## config.mk

```make
export PLATFORM = sky130hd
export DESIGN_NAME = pfb_ctrl
export DESIGN_NICKNAME = d
export VERILOG_FILES = /design/src/rtl/pfb_pkg.sv /design/src/rtl/pfb_ctrl.sv
export SDC_FILE = /design/constraint.sdc
export NUM_CORES = 1
export LEC_CHECK = 0
export ABC_AREA = 1
export BUFFER_PORTS_ARGS = -buffer_cell sky130_fd_sc_hd__buf_2
export CELL_PAD_IN_SITES_DETAIL_PLACEMENT = 1
export CELL_PAD_IN_SITES_GLOBAL_PLACEMENT = 2
export CORE_MARGIN = 2
export CORE_UTILIZATION = 17
export CTS_CLUSTER_DIAMETER = 200
export DETAILED_ROUTE_END_ITERATION = 8
export GPL_ROUTABILITY_DRIVEN = 0
export PLACE_DENSITY_LB_ADDON = 0.05
export SLEW_MARGIN = 20
export SYNTH_ARGS = -nofsm -noshare
export SYNTH_HDL_FRONTEND = slang
export SYNTH_SLANG_ARGS = --single-unit
```

## constraint.sdc

```tcl
create_clock -name clk -period 1.6 [get_ports clk]
set_input_delay 0.24 -clock clk [delete_from_list [all_inputs] [get_ports clk]]
set_output_delay 0.24 -clock clk [all_outputs]
set_load 0.03 [all_outputs]
```

## src/rtl/pfb_pkg.sv

```systemverilog
// Shared constants, opcodes and controller/datapath structs for the page framebuffer engine.
// No dependencies.
`default_nettype none

package pfb_pkg;

  localparam int WIDTH       = 128;
  localparam int HEIGHT      = 64;
  localparam int PAGES       = (HEIGHT + 7) / 8;
  localparam int STORE_DEPTH = 1024;
  localparam int ADDR_W      = $clog2(STORE_DEPTH);
  localparam int SEQ_LEN     = 7;
  localparam int SEQ_W       = $clog2(SEQ_LEN);

  typedef logic [2:0] opcode_t;

  localparam opcode_t OP_SET      = 3'd0;
  localparam opcode_t OP_CLR      = 3'd1;
  localparam opcode_t OP_SET_SEND = 3'd2;
  localparam opcode_t OP_CLR_SEND = 3'd3;
  localparam opcode_t OP_CLR_ALL  = 3'd4;

  localparam logic [7:0] CMD_COLUMN = 8'h21;
  localparam logic [7:0] CMD_PAGE   = 8'h22;

  // controller -> datapath
  typedef struct packed {
    logic clr_write;   // one step of the clearing sweep
    logic capture;     // input transfer: latch fields, store read under way
    logic write_back;  // write modified byte
    logic load_out;    // load next byte of the sequence into the output register
  } pfb_cmd_t;

  // datapath -> controller
  typedef struct packed {
    logic clr_last;
    logic in_pixel;      // offered item is an on-screen pixel op
    logic in_clear_all;
    logic op_send;       // captured op sends its byte
    logic seq_last;
    logic out_free;
  } pfb_stat_t;

endpackage

`default_nettype wire

```

## src/rtl/pfb_ctrl.sv

```systemverilog
// Sequencing state machine: clearing sweep, read-modify-write, byte sequence.
// Depends on pfb_pkg.
`default_nettype none

module pfb_ctrl
  import pfb_pkg::*;
(
  input  wire logic      clk,
  input  wire logic      rst,
  input  wire logic      in_valid,
  output logic           in_ready,
  input  wire pfb_stat_t stat,
  output pfb_cmd_t       cmd
);

  localparam logic [1:0] S_CLEAR  = 2'd0;
  localparam logic [1:0] S_IDLE   = 2'd1;
  localparam logic [1:0] S_MODIFY = 2'd2;
  localparam logic [1:0] S_SEND   = 2'd3;

  logic [1:0] state;
  logic [1:0] state_next;
  logic       in_fire;

  assign in_ready = (state == S_IDLE);
  assign in_fire  = in_valid && in_ready;

  always_comb begin
    state_next     = state;
    cmd            = '0;
    cmd.capture    = in_fire;
    unique case (state)
      S_CLEAR: begin
        cmd.clr_write = 1'b1;
        if (stat.clr_last) begin
          state_next = S_IDLE;
        end
      end
      S_IDLE: begin
        if (in_fire) begin
          if (stat.in_clear_all) begin
            state_next = S_CLEAR;
          end else if (stat.in_pixel) begin
            state_next = S_MODIFY;
          end
        end
      end
      S_MODIFY: begin
        cmd.write_back = 1'b1;
        state_next     = stat.op_send ? S_SEND : S_IDLE;
      end
      S_SEND: begin
        if (stat.out_free) begin
          cmd.load_out = 1'b1;
          if (stat.seq_last) begin
            state_next = S_IDLE;
          end
        end
      end
      default: state_next = S_CLEAR;
    endcase
  end

  always_ff @(posedge clk) begin
    if (rst) begin
      state <= S_CLEAR;
    end else begin
      state <= state_next;
    end
  end

endmodule

`default_nettype wire

```

==> summary.txt <==
Yosys
  • Post-synth EDFFs: 0
  • Cell area after synthesis: 245 um^2
  • Most frequent cells after synthesis: nand2_1, inv_1, nor2_1
  • Syn_nets: 56
  • Largest area contributor in the netlist: ha_1
  • Count leader, synth: nand2_1
  • Post-synthesis register bit count: 2
  • Synth area leaders: ha_1, nand2_1, dfxtp_1
  • Cell variety after synth: 9
  • Post-Synthesis Cells: 42
  • Register area share after synthesis: 16.3%
  • Top_reg_cell synth: dfxtp_1
  • Avg Cell Area, Syn: 5.84 um^2
  • Yosys warnings: 0
  • Asr flop ratio synth: 0%
  • Synth top area share: approximately 26%

Layout
  • Post-Layout Cell Count: 72
  • Antenna cells: 0
  • Largest register FFs: 2
  • Fin nets: between 70 and 80
  • Final core occ: 26.1%
  • Biggest regs: state (2)
  • Largest reg by FF count: state
  • Area Overhead vs Synth: 40.3%
  • Layout cells sized above 1: 29.8%
  • Cell area after layout: ~340 um^2

STA
  • Headroom to the max-slew limit: 88.4%
  • Min Clock Period, post-route: 1410 ps
  • Hold_ws: between 200 and 300 ps
  • Slew @ Worst Pin: 174 ps
  • Max Slew Vio Count: 0
  • Final Hold Viols: 0
  • Worst Skew: 4.25 ps
  • Maximum clock rate: 707 MHz
  • Unrepaired setup endpoints after global routing: false
  • Fin Setup TNS: 0 ps
  • Setup-failing EPs final: 0
  • Setup WS post-layout: roughly 190 ps
  • Crit share post-route: around 88%

Power
  • Total power draw: 0.606 mW
  • Leakage power: 0.226 nW
  • VDD IR max: about 0.43 mV
  • P per Cell Area: ~1800 nW/um^2

Floorplan
  • # rows: 13
  • Die Span X: between 40 and 50 um
  • Die Ht: 42.0 um
  • Die area: around 1800 um^2
  • Initial Util: 18.6%
  • # IOs: 14
  • Total core area: 1320 um^2

CTS
  • CTS tree: built
  • Post-CTS Resized: 0
  • Clock-pin slew on the worst setup and hold paths: 30 ps
  • Root Driver: clkbuf_4
  • Max clock buf depth: 2
  • Clock latency at the later pin of the worst-skew pair: 220 ps
  • Post-CTS Setup Bufs: 0
  • CTS buffer count: 3
  • Htree depth: 1
  • Sink Count: 2
  • Cts-stage hold buffer count: 0

Routing
  • Routed wire per std cell: 8.76 um
  • Via/cell ratio: 4.00
  • DRT iter0 DRCs: 1
  • DRC errors left: 0
  • Drt first pass iters: 2
  • Final ANT Viol Nets: 0
  • Vias: 288
  • Drt total wl: between 600 and 700 um

GRT
  • Vias in the first global route: between 200 and 300
  • Remaining global-route overflow: 0
  • First-pass GRT wire length: 1080 um
  • Initial antenna violation count: 0
  • Overall Global Routing Usage: 8.27%
  • Largest net degree at the start of global routing: 6

Setup path
  • Startpoint types: register
  • Endpoint class of the critical path: primary output
  • CP Max Fanout: 4
  • Critical Path AT: 1170 ps
  • CP Data Required Time: between 1000 and 1500 ps
  • Worst R2R Start: state[0]
  • Critical Path Source: state[1]
  • Crit path kind: register to primary output

Placed design
  • Placed Area: about 320 um^2
  • Port-buffer cells: 13
  • Dpl cells: 69
  • HPWL after DPL: 582 um
  • Pre-CTS setup slack: 294 ps

Flow run
  • Max-Cap Viols: 0

Run status
  • Status: complete, no violations

Hold path
  • Hold Crit Class: primary input to register
  • Critical hold path startpoint: rst
[layout make-up]
| type | instances | area, um^2 |
|---|---|---|
| clock buffers | 3 | 22.5 |
| fillers | 177 | 973 |
| inverters | 10 | 37.5 |
| multi-input cells | 29 | 160 |
| flip-flops and latches | 2 | 40.0 |
| well taps | 15 | 18.8 |
| repair buffers | 13 | 65.1 |
[layout by cell type, fill, tap and decap left out, drive strengths merged]
cell type  count
buf           13
a21oi          1
nor2           7
clkbuf         3
nand2         13
inv           10
ha             5
dfxtp          2
nand3          3
[worst max-delay path, cell delays in order, from the launching register on]
cell and delay (ps):
dfxtp_1 380, inv_1 100, ha_1 230, nand2_1 70, inv_1 30, buf_2 160
[cell families after synthesis]
family | after synthesis | share of synthesized area (%)
flops | 2 | 16.3
simple gates | 23 | 37.8
compound gates | 1 | 2.04
buf+inv | 11 | 18.4
fa+ha+maj | 5 | 25.5
[power by group]
group	switching (mW)	internal (mW)
Combinational	0.264	0.131
Clock	0.0243	0.0824
Sequential	0.0300	0.0745
Total	0.319	0.287
[final timing paths]
check / endpoint / cells past startpoint / slack, ps
worst max-delay path: cmd[2] / 5 / 190
worst min register to register: state[1] / 2 / 540
worst min-delay path: state[0] / 4 / 270
worst max register to register: state[1] / 8 / 340
[layer usage]
metal  routed length [um]  global-route usage (%)
met5                    0                       0
met4                    0                    1.94
met3                   33                    5.60
met2                  326                    14.1
met1                  270                    8.27
Note: power is estimated with default switching activity, not from simulation.
